File: config.mk
export PLATFORM = sky130hd
export DESIGN_NAME = frame_diff_hand_occupancy_core
export DESIGN_NICKNAME = d
export VERILOG_FILES = /design/src/sv/fdho_pkg.sv /design/src/sv/fdho_sad.sv /design/src/sv/fdho_tracker.sv /design/src/sv/frame_diff_hand_occupancy_core.sv
export SDC_FILE = /design/constraint.sdc
export NUM_CORES = 1
export LEC_CHECK = 0
export BUFFER_PORTS_ARGS = -buffer_cell sky130_fd_sc_hd__buf_4
export CAP_MARGIN = 40
export CORE_UTILIZATION = 55
export CTS_CLUSTER_DIAMETER = 100
export DETAILED_ROUTE_END_ITERATION = 16
export PLACE_DENSITY = 0.74
export SETUP_SLACK_MARGIN = 0.5
export SKIP_LAST_GASP = 1
export SLEW_MARGIN = 5
export SYNTH_ARGS = -nofsm -noshare
export SYNTH_HDL_FRONTEND = slang
export SYNTH_SLANG_ARGS = --single-unit
File: constraint.sdc
create_clock -name clk -period 9.25 [get_ports clk]
set_clock_uncertainty 0.1 [all_clocks]
set_input_delay 1.85 -clock clk [delete_from_list [all_inputs] [get_ports clk]]
set_output_delay 1.85 -clock clk [all_outputs]
set_load 0.02 [all_outputs]
File: src/sv/fdho_pkg.sv
`default_nettype none

package fdho_pkg;

  localparam int PIX_W      = 8;
  localparam int SUM_W      = 10;
  localparam int CNT_W      = 19;
  localparam int SIZE_W     = 11;
  localparam int CFG_IDX_W  = 2;
  localparam int CFG_DATA_W = 19;
  localparam int IN_TDATA_W  = 6 * PIX_W;
  localparam int OUT_TDATA_W = 8;

  localparam int DEF_MAX_WIDTH  = 1024;
  localparam int DEF_MAX_HEIGHT = 1024;

  localparam logic [SUM_W-1:0]  DIFF_THR_RESET  = SUM_W'(60);
  localparam logic [CNT_W-1:0]  COUNT_THR_RESET = CNT_W'(1500);
  localparam logic [SIZE_W-1:0] WIDTH_RESET     = SIZE_W'(640);
  localparam logic [SIZE_W-1:0] HEIGHT_RESET    = SIZE_W'(480);

  typedef enum logic [CFG_IDX_W-1:0] {
    CFG_DIFF_THR  = 2'd0,
    CFG_COUNT_THR = 2'd1,
    CFG_WIDTH     = 2'd2,
    CFG_HEIGHT    = 2'd3
  } cfg_idx_t;

  typedef enum logic [1:0] {
    HAND_NONE  = 2'd0,
    HAND_LEFT  = 2'd1,
    HAND_RIGHT = 2'd2,
    HAND_BOTH  = 2'd3
  } hand_t;

  // The first member sits in the highest bits, so ref_red lands in bits 7:0.
  typedef struct packed {
    logic [PIX_W-1:0] live_blue;
    logic [PIX_W-1:0] live_green;
    logic [PIX_W-1:0] live_red;
    logic [PIX_W-1:0] ref_blue;
    logic [PIX_W-1:0] ref_green;
    logic [PIX_W-1:0] ref_red;
  } pixel_t;

  typedef struct packed {
    logic [SUM_W-1:0]  diff_threshold;
    logic [CNT_W-1:0]  count_threshold;
    logic [SIZE_W-1:0] frame_width;
    logic [SIZE_W-1:0] frame_height;
  } cfg_t;

  typedef struct packed {
    logic  frame_done;
    hand_t hand_state;
  } trk_res_t;

endpackage

`default_nettype wire

File: src/sv/fdho_sad.sv
`default_nettype none

module fdho_sad (
  input  fdho_pkg::pixel_t              pixel,
  input  logic [fdho_pkg::SUM_W-1:0]    diff_threshold,
  output logic                          foreground
);

  logic [fdho_pkg::PIX_W-1:0] diff_r;
  logic [fdho_pkg::PIX_W-1:0] diff_g;
  logic [fdho_pkg::PIX_W-1:0] diff_b;
  logic [fdho_pkg::SUM_W-1:0] sum;

  always_comb begin
    diff_r = (pixel.ref_red >= pixel.live_red) ? pixel.ref_red - pixel.live_red
                                               : pixel.live_red - pixel.ref_red;
    diff_g = (pixel.ref_green >= pixel.live_green) ? pixel.ref_green - pixel.live_green
                                                   : pixel.live_green - pixel.ref_green;
    diff_b = (pixel.ref_blue >= pixel.live_blue) ? pixel.ref_blue - pixel.live_blue
                                                 : pixel.live_blue - pixel.ref_blue;
    sum = fdho_pkg::SUM_W'(diff_r) + fdho_pkg::SUM_W'(diff_g) + fdho_pkg::SUM_W'(diff_b);
    foreground = (sum >= diff_threshold);
  end

endmodule

`default_nettype wire

File: src/sv/fdho_tracker.sv
`default_nettype none

module fdho_tracker #(
  parameter int MAX_WIDTH  = fdho_pkg::DEF_MAX_WIDTH,
  parameter int MAX_HEIGHT = fdho_pkg::DEF_MAX_HEIGHT
) (
  input  logic                clk,
  input  logic                rst,
  input  logic                step,
  input  logic                foreground,
  input  fdho_pkg::cfg_t      cfg,
  output fdho_pkg::trk_res_t  res
);

  localparam int ColW = $clog2(MAX_WIDTH);
  localparam int RowW = $clog2(MAX_HEIGHT);
  localparam int WExt = $clog2(MAX_WIDTH + 1);
  localparam int HExt = $clog2(MAX_HEIGHT + 1);
  localparam int SzWW = (WExt > fdho_pkg::SIZE_W) ? WExt : fdho_pkg::SIZE_W;
  localparam int SzHW = (HExt > fdho_pkg::SIZE_W) ? HExt : fdho_pkg::SIZE_W;

  logic [ColW-1:0]            column_pos;
  logic [ColW-1:0]            column_pos_next;
  logic [RowW-1:0]            row_pos;
  logic [RowW-1:0]            row_pos_next;
  logic [fdho_pkg::CNT_W-1:0] left_count;
  logic [fdho_pkg::CNT_W-1:0] left_count_next;
  logic [fdho_pkg::CNT_W-1:0] right_count;
  logic [fdho_pkg::CNT_W-1:0] right_count_next;

  logic [SzWW-1:0] fw_ext;
  logic [SzWW-1:0] w;
  logic [SzWW-1:0] half_w;
  logic [SzWW-1:0] col_ext;
  logic [SzHW-1:0] fh_ext;
  logic [SzHW-1:0] h;
  logic [SzHW-1:0] row_ext;
  logic            row_end;
  logic            done;
  logic            lower;
  logic            in_left;
  logic            in_right;
  logic            left_hit;
  logic            right_hit;

  always_comb begin
    fw_ext = SzWW'(cfg.frame_width);
    fh_ext = SzHW'(cfg.frame_height);
    if (fw_ext < SzWW'(2)) begin
      w = SzWW'(2);
    end else if (fw_ext > SzWW'(MAX_WIDTH)) begin
      w = SzWW'(MAX_WIDTH);
    end else begin
      w = fw_ext;
    end
    if (fh_ext < SzHW'(2)) begin
      h = SzHW'(2);
    end else if (fh_ext > SzHW'(MAX_HEIGHT)) begin
      h = SzHW'(MAX_HEIGHT);
    end else begin
      h = fh_ext;
    end

    half_w  = w >> 1;
    col_ext = SzWW'(column_pos);
    row_ext = SzHW'(row_pos);
    row_end = (col_ext >= w - SzWW'(1));
    done    = row_end && (row_ext >= h - SzHW'(1));
    lower   = (row_ext >= (h >> 1));
    in_left  = (col_ext < half_w);
    in_right = !in_left && (col_ext < (half_w << 1));

    left_count_next  = left_count;
    right_count_next = right_count;
    if (foreground && lower && in_left && !(&left_count)) begin
      left_count_next = left_count + fdho_pkg::CNT_W'(1);
    end
    if (foreground && lower && in_right && !(&right_count)) begin
      right_count_next = right_count + fdho_pkg::CNT_W'(1);
    end

    left_hit  = (left_count_next > cfg.count_threshold);
    right_hit = (right_count_next > cfg.count_threshold);

    res.frame_done = done;
    res.hand_state = fdho_pkg::HAND_NONE;
    if (done) begin
      unique case ({right_hit, left_hit})
        2'b00:   res.hand_state = fdho_pkg::HAND_NONE;
        2'b01:   res.hand_state = fdho_pkg::HAND_LEFT;
        2'b10:   res.hand_state = fdho_pkg::HAND_RIGHT;
        default: res.hand_state = fdho_pkg::HAND_BOTH;
      endcase
    end

    if (done) begin
      column_pos_next = '0;
      row_pos_next    = '0;
    end else if (row_end) begin
      column_pos_next = '0;
      row_pos_next    = row_pos + RowW'(1);
    end else begin
      column_pos_next = column_pos + ColW'(1);
      row_pos_next    = row_pos;
    end
  end

  always_ff @(posedge clk) begin
    if (rst) begin
      column_pos  <= '0;
      row_pos     <= '0;
      left_count  <= '0;
      right_count <= '0;
    end else if (step) begin
      column_pos <= column_pos_next;
      row_pos    <= row_pos_next;
      if (done) begin
        left_count  <= '0;
        right_count <= '0;
      end else begin
        left_count  <= left_count_next;
        right_count <= right_count_next;
      end
    end
  end

`ifndef SYNTHESIS
  assert property (@(posedge clk) disable iff (rst)
    step && done |=> column_pos == '0 && row_pos == '0 && left_count == '0
                     && right_count == '0)
    else $error("Frame end did not clear position and counts.");

  assert property (@(posedge clk) disable iff (rst)
    step && !done |=> left_count >= $past(left_count) && right_count >= $past(right_count))
    else $error("A foreground count fell inside a frame.");

  assert property (@(posedge clk) disable iff (rst)
    res.hand_state != fdho_pkg::HAND_NONE |-> done)
    else $error("Hand state reported away from the last pixel.");

  assert property (@(posedge clk) disable iff (rst)
    step && !row_end |=> row_pos == $past(row_pos))
    else $error("Row advanced in the middle of a row.");
`endif

endmodule

`default_nettype wire

File: src/sv/frame_diff_hand_occupancy_core.sv
// Frame-difference hand occupancy core.
// Input stream s_*: one pixel per item in raster order, reference RGB and live RGB.
// Output stream m_*: one item per pixel with the foreground bit; m_tlast marks the
// last pixel of a frame, and on that item the hand state (none, left, right, both)
// is valid, else it reads as none. Row and column are counted inside the block.
// Configuration channel cfg_*: index 0 difference threshold, 1 count threshold,
// 2 frame width, 3 frame height; always ready. The user must write it only while
// the stream is idle; the block itself does not enforce this. Output valid rises
// once an accepted input item has passed an input register, then the difference,
// region and counter logic into the output register. Throughput is one item per
// cycle while results are taken; both registers advance whenever the output
// register is empty or being taken, so a stalled receiver holds one result and
// one pending pixel and backs up s_tready without losing items.
// Reset (rst, synchronous) empties both stages, sets the registers to 60, 1500,
// 640 and 480, and starts a new frame at row 0, column 0 with cleared counts.
`default_nettype none

module frame_diff_hand_occupancy_core #(
  parameter int MAX_WIDTH  = fdho_pkg::DEF_MAX_WIDTH,
  parameter int MAX_HEIGHT = fdho_pkg::DEF_MAX_HEIGHT
) (
  input  logic                                  clk,
  input  logic                                  rst,
  input  logic                                  s_tvalid,
  output logic                                  s_tready,
  // ref_red, ref_green, ref_blue, live_red, live_green, live_blue
  input  logic [fdho_pkg::IN_TDATA_W-1:0]       s_tdata,
  output logic                                  m_tvalid,
  input  logic                                  m_tready,
  // foreground, hand_state, zero padding
  output logic [fdho_pkg::OUT_TDATA_W-1:0]      m_tdata,
  output logic                                  m_tlast,
  input  logic                                  cfg_valid,
  output logic                                  cfg_ready,
  input  logic [fdho_pkg::CFG_IDX_W-1:0]        cfg_index,
  input  logic [fdho_pkg::CFG_DATA_W-1:0]       cfg_data
);

  fdho_pkg::cfg_t     cfg;
  fdho_pkg::pixel_t   pix;
  fdho_pkg::trk_res_t res;
  logic               pix_valid;
  logic               advance;
  logic               step;
  logic               foreground;

  assign cfg_ready = 1'b1;
  assign advance   = !m_tvalid || m_tready;
  assign s_tready  = !pix_valid || advance;
  assign step      = pix_valid && advance;

  always_ff @(posedge clk) begin
    if (rst) begin
      cfg.diff_threshold  <= fdho_pkg::DIFF_THR_RESET;
      cfg.count_threshold <= fdho_pkg::COUNT_THR_RESET;
      cfg.frame_width     <= fdho_pkg::WIDTH_RESET;
      cfg.frame_height    <= fdho_pkg::HEIGHT_RESET;
    end else if (cfg_valid && cfg_ready) begin
      unique case (fdho_pkg::cfg_idx_t'(cfg_index))
        fdho_pkg::CFG_DIFF_THR:  cfg.diff_threshold  <= cfg_data[fdho_pkg::SUM_W-1:0];
        fdho_pkg::CFG_COUNT_THR: cfg.count_threshold <= cfg_data[fdho_pkg::CNT_W-1:0];
        fdho_pkg::CFG_WIDTH:     cfg.frame_width     <= cfg_data[fdho_pkg::SIZE_W-1:0];
        fdho_pkg::CFG_HEIGHT:    cfg.frame_height    <= cfg_data[fdho_pkg::SIZE_W-1:0];
        default: ;
      endcase
    end
  end

  always_ff @(posedge clk) begin
    if (rst) begin
      pix_valid <= 1'b0;
    end else if (s_tready) begin
      pix_valid <= s_tvalid;
    end
  end

  always_ff @(posedge clk) begin
    if (s_tvalid && s_tready) begin
      pix <= fdho_pkg::pixel_t'(s_tdata);
    end
  end

  fdho_sad u_sad (
    .pixel          (pix),
    .diff_threshold (cfg.diff_threshold),
    .foreground     (foreground)
  );

  fdho_tracker #(
    .MAX_WIDTH  (MAX_WIDTH),
    .MAX_HEIGHT (MAX_HEIGHT)
  ) u_tracker (
    .clk        (clk),
    .rst        (rst),
    .step       (step),
    .foreground (foreground),
    .cfg        (cfg),
    .res        (res)
  );

  always_ff @(posedge clk) begin
    if (rst) begin
      m_tvalid <= 1'b0;
    end else if (advance) begin
      m_tvalid <= pix_valid;
    end
  end

  always_ff @(posedge clk) begin
    if (step) begin
      m_tdata <= {{(fdho_pkg::OUT_TDATA_W - 3){1'b0}}, res.hand_state, foreground};
      m_tlast <= res.frame_done;
    end
  end

endmodule

`default_nettype wire
==> Word-level counts from Yosys, hierarchy flattened <==
Index checks and enable logic that the tools add are counted.
{ "totals": {"register_bits": 163, "inputBits": 74, "out_inout_bits": 12, "word_cells": 95} }
{ "classes": {"add_sub_neg": 14, "magnitude_cmp": 15, "n_eq_ne": 5, "mux": 16, "n_reduce_logical": 26} }
{ "op_table": {"columns": ["operator", "count"], "rows": [
  ["19-bit 2-to-1 mux", 4],
  ["8-bit subtractor", 6],
  ["11-bit 2-to-1 mux", 4],
  ["10-bit 2-to-1 mux", 4],
  ["19-bit by 1-bit adder with 19-bit output, second input constant", 2],
  ["19-bit > comparator", 2],
  ["19-bit AND reduction", 2],
  ["8-bit greater-or-equal comparator", 3],
  ["8-bit 2-to-1 mux", 3],
  ["10-bit by 11-bit greater-or-equal comparator with 1-bit output", 2],
  ["11-bit > comparator, second input constant", 2],
  ["11-bit by 2-bit < comparator with 1-bit output, second input constant", 2],
  ["11-bit by 1-bit subtractor with 11-bit output, second input constant", 2],
  ["10-bit by 1-bit adder with 10-bit output, second input constant", 2],
  ["10-bit greater-or-equal comparator", 2],
  ["10-bit by 11-bit < comparator with 1-bit output", 1],
  ["10-bit by 8-bit adder with 10-bit output", 1],
  ["10-bit < comparator", 1],
  ["2-bit AND reduction", 5],
  ["8-bit by 8-bit adder with 9-bit output", 1],
  ["1-bit logical AND", 9],
  ["2-bit equality test, second input constant", 3],
  ["2-bit case mux with 3 select lines", 1],
  ["1-bit logical NOT", 5],
  ["other kinds (4)", 7]
]} }

==> Depth between registers and ports, before layout <==
Gate-level depths: netlist (run 1).
{ "logic_depth": {"ltp_word": 12, "depth_mapped": 42, "depth_no_buf": 39} }

==> Cells and area by module <==
From an unflattened synthesis (run 1), not the netlist that was laid out.
{ "hier_totals": {"hier_cells": 1448, "area_unflattened_um2": 12759.7} }
{ "by_module_without_submodules": {"columns": ["mod", "instances", "cells_each", "area_each_um2", "seq_area_each_um2"], "rows": [
  ["fdho_tracker", 1, 775, 6013.3, 1161.1],
  ["frame_diff_hand_occupancy_core", 1, 270, 3779.9, 2622.5],
  ["fdho_sad", 1, 403, 2966.6, 0.0]
]} }

==> Worst setup path after synthesis (run 1) <==
OpenSTA, ideal clock, no wires.
{ "synth_timing": {"path_type": "register to register", "from": "reg pix[0] (netlist name)", "to": "reg m_tdata[1] (netlist name) (data pin)", "setup_ns": 0.255, "t_arrival_ns": 7.686, "t_required_ns": 8.895, "slack_ns": 1.209, "path_stages_with_launch": 42, "n_path_buf": 2, "synth_period_minus_slack_ns": 8.041, "path_cell_list": "edfxtp_1 > inv_1 > ha_1 > inv_1 > fa_1 > a21o_1 > a2111oi_0 > o21ai_0 > clkbuf_1 > mux2i_1 > a21oi_1 > nand2b_1 > nor2b_1 > xnor2_1 > ha_1 > inv_1 > o21ai_0 > a21o_1 > [6 not listed] > ha_1 > a21o_1 > a211oi_1 > o211ai_1 > o21ai_0 > nor3_1 > nand3_1 > clkbuf_1 > nor2_1 > xor2_1 > ha_1 > a21o_1 > a21o_1 > a21oi_1 > o21ai_0 > nand2_1 > o2111ai_1 > and3_1"} }
{ "synth_via": {"elab_chain_len": 12, "word_cells_on_any_way": 20, "classes_between": "4 x add/sub; 4 x order compare; 2 x eq/ne; 4 x mux; 6 x reduce/logical"} }
{ "synth_rtl": {"columns": ["element", "line_no", "text"], "rows": [
  ["start: declaration", "frame_diff_hand_occupancy_core.sv:40", "fdho_pkg::pixel_t pix;"],
  ["start signal: assignment", "frame_diff_hand_occupancy_core.sv:79", "pix <= fdho_pkg::pixel_t'(s_tdata);"],
  ["8-bit subtractor, or another cell as far along", "fdho_sad.sv:16", ": pixel.live_red - pixel.ref_red;"],
  ["8-bit 2-to-1 mux (*)", "fdho_sad.sv:15", "diff_r = (pixel.ref_red >= pixel.live_red) ? pixel.ref_red - pixel.live_red"],
  ["8-bit by 8-bit adder with 9-bit output (*)", "fdho_sad.sv:21", "sum = fdho_pkg::SUM_W'(diff_r) + fdho_pkg::SUM_W'(diff_g) + fdho_pkg::SUM_W'(diff_b);"],
  ["10-bit by 8-bit adder with 10-bit output (*)", "fdho_sad.sv:21", null],
  ["10-bit greater-or-equal comparator (*)", "fdho_sad.sv:22", "foreground = (sum >= diff_threshold);"],
  ["1-bit logical AND (*)", "fdho_tracker.sv:75, fdho_tracker.sv:78", null],
  ["1-bit logical AND (on tied branches) (2 in a row)", "fdho_tracker.sv:75, fdho_tracker.sv:78", null],
  ["19-bit 2-to-1 mux (on tied branches)", "fdho_tracker.sv:75, fdho_tracker.sv:78", null],
  ["19-bit > comparator (on tied branches)", "fdho_tracker.sv:82, fdho_tracker.sv:83", null],
  ["2-bit equality test, or another cell as far along", "fdho_tracker.sv:88", "unique case ({right_hit, left_hit})"],
  ["2-bit case mux with 3 select lines (*)", "fdho_tracker.sv:88", null],
  ["end signal: assignment", "frame_diff_hand_occupancy_core.sv:111", "m_tdata <= {{(fdho_pkg::OUT_TDATA_W - 3){1'b0}}, res.hand_state, foreground};"],
  ["end: declaration", "frame_diff_hand_occupancy_core.sv:31", "output logic [fdho_pkg::OUT_TDATA_W-1:0] m_tdata,"]
]} }
Every way passes the cells marked *; elsewhere a longest branch is shown, timed or not.
A chain may end at the register's enable or synchronous reset.

==> Worst setup path after layout (run 1) <==
{ "layout_timing": {"from": "reg pix[0] (netlist name)", "to": "reg m_tdata[2] (netlist name) (data pin)"} }
Same word-level chain as after synthesis.

==> results of run 1 <==
## where the power goes
part           internal, W  total [W]  leakage, nW  switching [W]
clock             0.000424   0.000718        0.280       0.000294
combinational     0.000404   0.000913         4.38       0.000509
sequential        0.000773   0.000792         1.41      0.0000186
## cells in the final DEF, fill, tap and decap left out, drive strengths merged, types with 23 or more instances in the layout
cell type	instances
dfxtp	111
a21oi	106
nand4	31
a21o	37
nand3	36
inv	124
buf	93
o21ai	58
edfxtp	52
a31oi	23
ha	162
xnor2	57
nor2	111
nor3	25
xor2	35
nand2	158
## state kept, by name, indices dropped and copies added (netlist names)
signal,count
u_tracker.column_pos,10
cfg,51
pix,48
u_tracker.left_count,19
pix_valid,1
m_tdata,3
u_tracker.right_count,19
m_tlast,1
m_tvalid,1
u_tracker.row_pos,10
## worst min path at each step
| stage | end | slack [ns] |
|---|---|---|
| floorplan | u_tracker.left_count[12] | 0.33 |
| global placement | cfg[40] | 0.34 |
| detailed placement | cfg[35] | 0.35 |
| CTS | cfg[23] | 0.36 |
| global route | cfg[36] | 0.38 |
| finish | cfg[23] | 0.36 |
## cells in the mapped netlist, drive strengths merged (12+ instances only)
cell type,count
mux2,12
ha,162
a21o,37
clkbuf,39
a211o,13
xor2,35
nand4,31
nor3,25
and2,14
nand3,36
nor2b,12
buf,13
inv,123
nor2,111
a21oi,106
xnor2,57
dfxtp,111
o21ai,58
and3,21
edfxtp,52
nand2,158
a31oi,23
## through the flow
step	utilization [%]	cell area, um^2	hold slack [ns]
after floorplan	-	12100	0.326
after global placement	60.7	12900	0.343
after detailed placement	61.1	13000	0.350
after CTS	63.8	13600	0.358
after global routing	64.0	13600	0.384
final	64.0	13600	0.356
## worst register-to-register path: cells and delay by family, from the launching register on
family,cells,cell delay (ns)
buf+inv,3,0.20
simple gates,6,1.38
fa+ha+maj,6,1.69
flops,1,0.40
compound gates,19,3.09
mux,2,0.65
xor+xnor,3,0.39
## kinds of logic after synthesis
logic type / after synthesis / synth area share [%]
AND/OR/NAND/NOR: 469 / 18.6
flip-flops: 163 / 31.2
AO/OA/AOI/OAI: 333 / 17.7
XOR/XNOR: 92 / 6.65
adder cells (fa/ha/maj): 170 / 18.0
multiplexers: 23 / 2.02
other: 2 / 0.0620
buffers and inverters: 175 / 5.66
## final cells by class
class                   count  area share [%]
multi-input cells        1093            56.6
flip-flops and latches    163            27.8
repair buffers             93            5.41
inverters                 123            3.39
clock buffers              22            3.26
well taps                 275            2.53
clock inverters            10           0.983
## timing repair
action / CTS / global route
cloned: 0 / 0
pin swaps: 0 / 0
gates resized for setup: 1 / 9
setup endpoints to repair: 2 / 2
## metal layers
| layer | share of wire [%] | routed length (um) | vias up | global-route usage [%] |
|---|---|---|---|---|
| li1 | - | - | 5199 | - |
| met1 | 45 | 13300 | 4918 | 35.1 |
| met2 | 48 | 14100 | 279 | 44.9 |
| met3 | 5.7 | 1670 | 38 | 4.64 |
| met4 | 1.5 | 437 | 0 | 8.43 |
| met5 | 0 | 0 | - | 0 |
==> results.yml, run 1 <==
outcome:
  status: "complete, no violations"
timing:
  finalSetupTns_ns: 0
  layout_min_cycle_time_ns: 8.15
  timing.final.ws_setup_ns: 1.10
  worst_pin_slew_ns: 0.971
  setup_viol: 0
  finalMaxSlewViolations: 0
  hold_violations: 0
  fmax_mhz: 123
  fin_crit_sh_pct: 88.1
  relSlewSlack_pct: 35.0
  rsz0062_at_grt: "no"
power_and_ir_drop:
  finalPower_w: 0.00242
  leakage_nw: 6.07
  power_density_mw_per_mm2: 178
  peakVddDrop_mv: 0.169
worst_setup_path:
  worst-endpoint-required_ns: 9.33
  cp_max_fo: 6
  max_stage_delay_ns: 0.42
  cp-startpoint: "pix[0]"
  path_buf_inv: 3
  critPathArrivalTime_ns: 8.24
  crit_slowest_cell: "a2111oi_4"
  r2r_end: "m_tdata[2]"
  cp_common_cell: "ha_1"
  cp-endpoint: "m_tdata[2]"
  worstRegToRegCells: 39
  path_class: "reg2reg"
  worst_setup_path_end_kind: "register"
  reg2reg_slack_ns: 1.10
  cp-start-kind: "register"
  path_delay_family: "compound AO/OA/AOI/OAI gates"
  crit_cells: 39
  r2r_start: "pix[0]"
drt:
  drc: 0
  ant_nets: 0
  wirelength_um: 29500
  routed_via_density: 5.87
  via_count: 10434
  drt_iter0_drc: 775
  drtPass1Iterations: 6
  wl_per_cell_um: 16.6
placed_design:
  io_buffers: 79
  dp_cells: 1747
  place_ws_ns: 0.430
  hpwl_um: 22300
  routabilityCongestion: 0.894
final_layout:
  multi_input_area_mm2: 0.00771
  fill_cells: 1795
  final_layout_size_suffix_gt1_share_pct: 10.4
  areaGrowthSynthToFinish_pct: 12.3
  nNetsFinal: 1735
  diodes: 0
  final_cells: 1779
  seqCellArea_mm2: 0.00378
synthesis:
  synth_cells: 1427
  async_flop_share_pct: 0
  synth-edff-count: 52
  yosys_warnings: 0
  synth_top_area_share_pct: 18.3
  ys_ff_latch: 163
  ys.flop_type: "dfxtp_1"
  avgSynthCellArea_um2: 8.49
  synth_area_leaders: "dfxtp_1 18%, ha_1 17%, edfxtp_1 13%"
  ys_seq_area_share_pct: 31.2
  synth_largest_area_cell: "dfxtp_1"
  ys_types: 73
  synth_area_mm2: 0.0121
clock_network:
  cts-buffers-inserted: 17
  htree_levels: 4
  cts.sinks: 163
  clock_latency_ns: 0.43
  holdBufCountCts: 0
  clk_path_buf_depth: 2
  cts_tree: "done"
  post_cts_buffers: 0
  cts-root-buf: "clkbuf_16"
  cts.clk_slew.worst_paths_ns: 0.07
global_routing:
  grt_max_degree: 64
  grt-ovfl-total: 0
  grt_antenna_before_repair: 0
  grt_pass1_wl_um: 47600
  grt_pass1_vias: 9846
  grtUsageTotal_pct: 26.9
die:
  core_mm2: 0.0213
  die_y_um: 150
  start_util_pct: 56.9
  chipWidth_um: 150
  fp.dieArea_mm2: 0.0226
  fp-row-count: 53
  pin_count: 86
hold_path:
  hold_path_class: "reg2reg"
  min_path_cells: 2
  hold_path_startpoint: "cfg[23]"
flow_run:
  maxCapViolations: 0
Power figures use the tool's default switching activity.
==> run 2, diff against run 1 <==
--- a/config.mk
+++ b/config.mk
@@ -7,10 +7,9 @@
 export LEC_CHECK = 0
 export BUFFER_PORTS_ARGS = -buffer_cell sky130_fd_sc_hd__buf_4
 export CAP_MARGIN = 40
-export CORE_UTILIZATION = 55
+export CORE_UTILIZATION = 45
 export CTS_CLUSTER_DIAMETER = 100
 export DETAILED_ROUTE_END_ITERATION = 16
-export PLACE_DENSITY = 0.74
 export SETUP_SLACK_MARGIN = 0.5
 export SKIP_LAST_GASP = 1
 export SLEW_MARGIN = 5
==> run 2 against run 1 <==
Sequential power hardly changed. Routed wire length is 1.3% lower. First-iteration DRC count is 31% lower. Clock power is 6.7% lower. Cell area is 0.27% higher. Worst hold slack worse by 0.0028 ns. Die area is 22% higher. Largest power group unchanged.
==> results.yml, run 2 (synthesis results as in run 1) <==
die:
  chipWidth_um: 166
  core_mm2: 0.0262
  fp.dieArea_mm2: 0.0276
  die_y_um: 166
  pin_count: 86
  start_util_pct: 46.2
  fp-row-count: 59
timing:
  finalSetupTns_ns: 0
  setup_viol: 0
  rsz0062_at_grt: "no"
  worst_pin_slew_ns: 0.729
  fmax_mhz: 123
  relSlewSlack_pct: 51.0
  finalMaxSlewViolations: 0
  layout_min_cycle_time_ns: 8.12
  hold_violations: 0
  timing.final.ws_setup_ns: 1.13
  fin_crit_sh_pct: 87.8
drt:
  wl_met1_um: 13600
  drtPass1Iterations: 5
  routed-wl-met2_um: 14200
  drt_iter0_drc: 531
  via_count: 10153
  wl_met3_um: 1020
  routed_via_density: 5.52
  wirelength_um: 29200
  wl_per_cell_um: 15.9
  drc: 0
  dr.max_layer_used: "met4"
  ant_nets: 0
clock_network:
  cts-root-buf: "clkbuf_16"
  clk_path_buf_depth: 2
  cts.clk_slew.worst_paths_ns: 0.07
  htree_levels: 4
  clock_latency_ns: 0.43
  cts_tree: "done"
  holdBufCountCts: 0
  cts-buffers-inserted: 17
  cts.sinks: 163
placed_design:
  hpwl_um: 22800
  place_ws_ns: 0.563
  routabilityCongestion: 0.883
  io_buffers: 79
  placed_area_mm2: 0.0131
hold_path:
  hold_path_class: "reg2reg"
global_routing:
  grt_antenna_before_repair: 0
  grt_pass1_wl_um: 48500
  grt-ovfl-total: 0
  grt_max_degree: 64
  grtUsageTotal_pct: 21.7
  grt_pass1_vias: 9765
worst_setup_path:
  worst_setup_path_end_kind: "register"
  cp_max_fo: 14
  cp-start-kind: "register"
  critPathArrivalTime_ns: 8.20
  path_class: "reg2reg"
  max_stage_delay_ns: 0.39
  worst-endpoint-required_ns: 9.33
  crit_slowest_cell: "edfxtp_1"
final_layout:
  reg_top3: "cfg x51, pix x48"
  finish.utilization_pct: 52.1
  final_area_mm2: 0.0137
  nNetsFinal: 1734
  areaGrowthSynthToFinish_pct: 12.6
  largest_register_ffs: 51
  final_common_cell: "ha_1"
  final_layout_size_suffix_gt1_share_pct: 10.8
  diodes: 0
  final_cell_mix: "162 x ha_1, 156 x nand2_1, 124 x inv_1, 111 x dfxtp_1, 109 x nor2_1"
  largest_register: "cfg"
power_and_ir_drop:
  clkPwrFrac_pct: 27.7
  leakage_nw: 6.06
  peakVddDrop_mv: 0.182
  power.internal_w: 0.00157
  comb_power_share_pct: 39.6
  p_sw_share_pct: 34.9
  power.net_switching_w: 0.000844
  seqPwrFrac_pct: 32.7
  power_density_mw_per_mm2: 177
outcome:
  status: "complete, no violations"
flow_run:
  maxCapViolations: 0
run 2: cell count changes in the layout (fill, tap and decap cells not counted), sizes merged:
| cell | delta |
|---|---|
| clkbuf | -3 |
| clkinv | -1 |
| bufinv | -3 |
| buf | -1 |
| inv | +7 |
run 2: layout make-up:
cell class	count	area, um^2
Inverter	123	462
Sequential cell	163	3780
Fill cell	2465	12600
Clock inverter	13	97.6
Timing Repair Buffer	92	733
Clock buffer	19	453
Tap cell	335	419
Multi-Input combinational cell	1093	7700
run 2: worst max-delay path: cells and delay by family, from the launching register on:
| kind | cells | cell delay (ns) |
|---|---|---|
| and+or+nand+nor | 8 | 1.09 |
| muxes | 1 | 0.27 |
| adders and majority gates | 6 | 1.65 |
| buffers and inverters | 6 | 0.77 |
| AOI/OAI and AO/OA | 17 | 2.97 |
| DFF | 1 | 0.39 |
| xor gates and xnor gates | 4 | 0.61 |
run 2: per-stage QoR:
stage                     hold slack [ns]  cells  power [W]
after floorplan                     0.326   1431    0.00148
after global placement              0.347   1798    0.00168
after detailed placement            0.347   1805    0.00170
after CTS                           0.356   1837    0.00238
after global routing                0.378   1838    0.00259
final                               0.353   1838    0.00242
run 2: power by group through the flow:
stage	registers (W)	logic, W	clock network (W)
finish	0.000790	0.000957	0.000670
global route	0.000793	0.00108	0.000717
CTS	0.000790	0.000899	0.000686
detailed placement	0.000806	0.000890	0
global placement	0.000806	0.000871	0
floorplan	0.000805	0.000680	0
run 2: final timing paths:
| kind | from | endpoint | slack (ns) | depth (start not counted) |
|---|---|---|---|---|
| max reg2reg | pix[0] | m_tdata[1] | 1.13 | 42 |
| min | cfg[36] | cfg[36] | 0.35 | 2 |
| min reg2reg | cfg[36] | cfg[36] | 0.35 | 2 |
| max | pix[0] | m_tdata[1] | 1.13 | 42 |
run 2: per-layer routing:
layer	vias up	global-route usage [%]
met5	-	0
met4	0	5.24
met3	19	3.15
met2	206	38.2
met1	4723	28.0
li1	5205	-
run 2: repair_timing:
item	CTS	global route
endpoints found under the setup margin	1	2
gates resized for setup	1	11
pin swaps	0	1
setup buffers	0	1
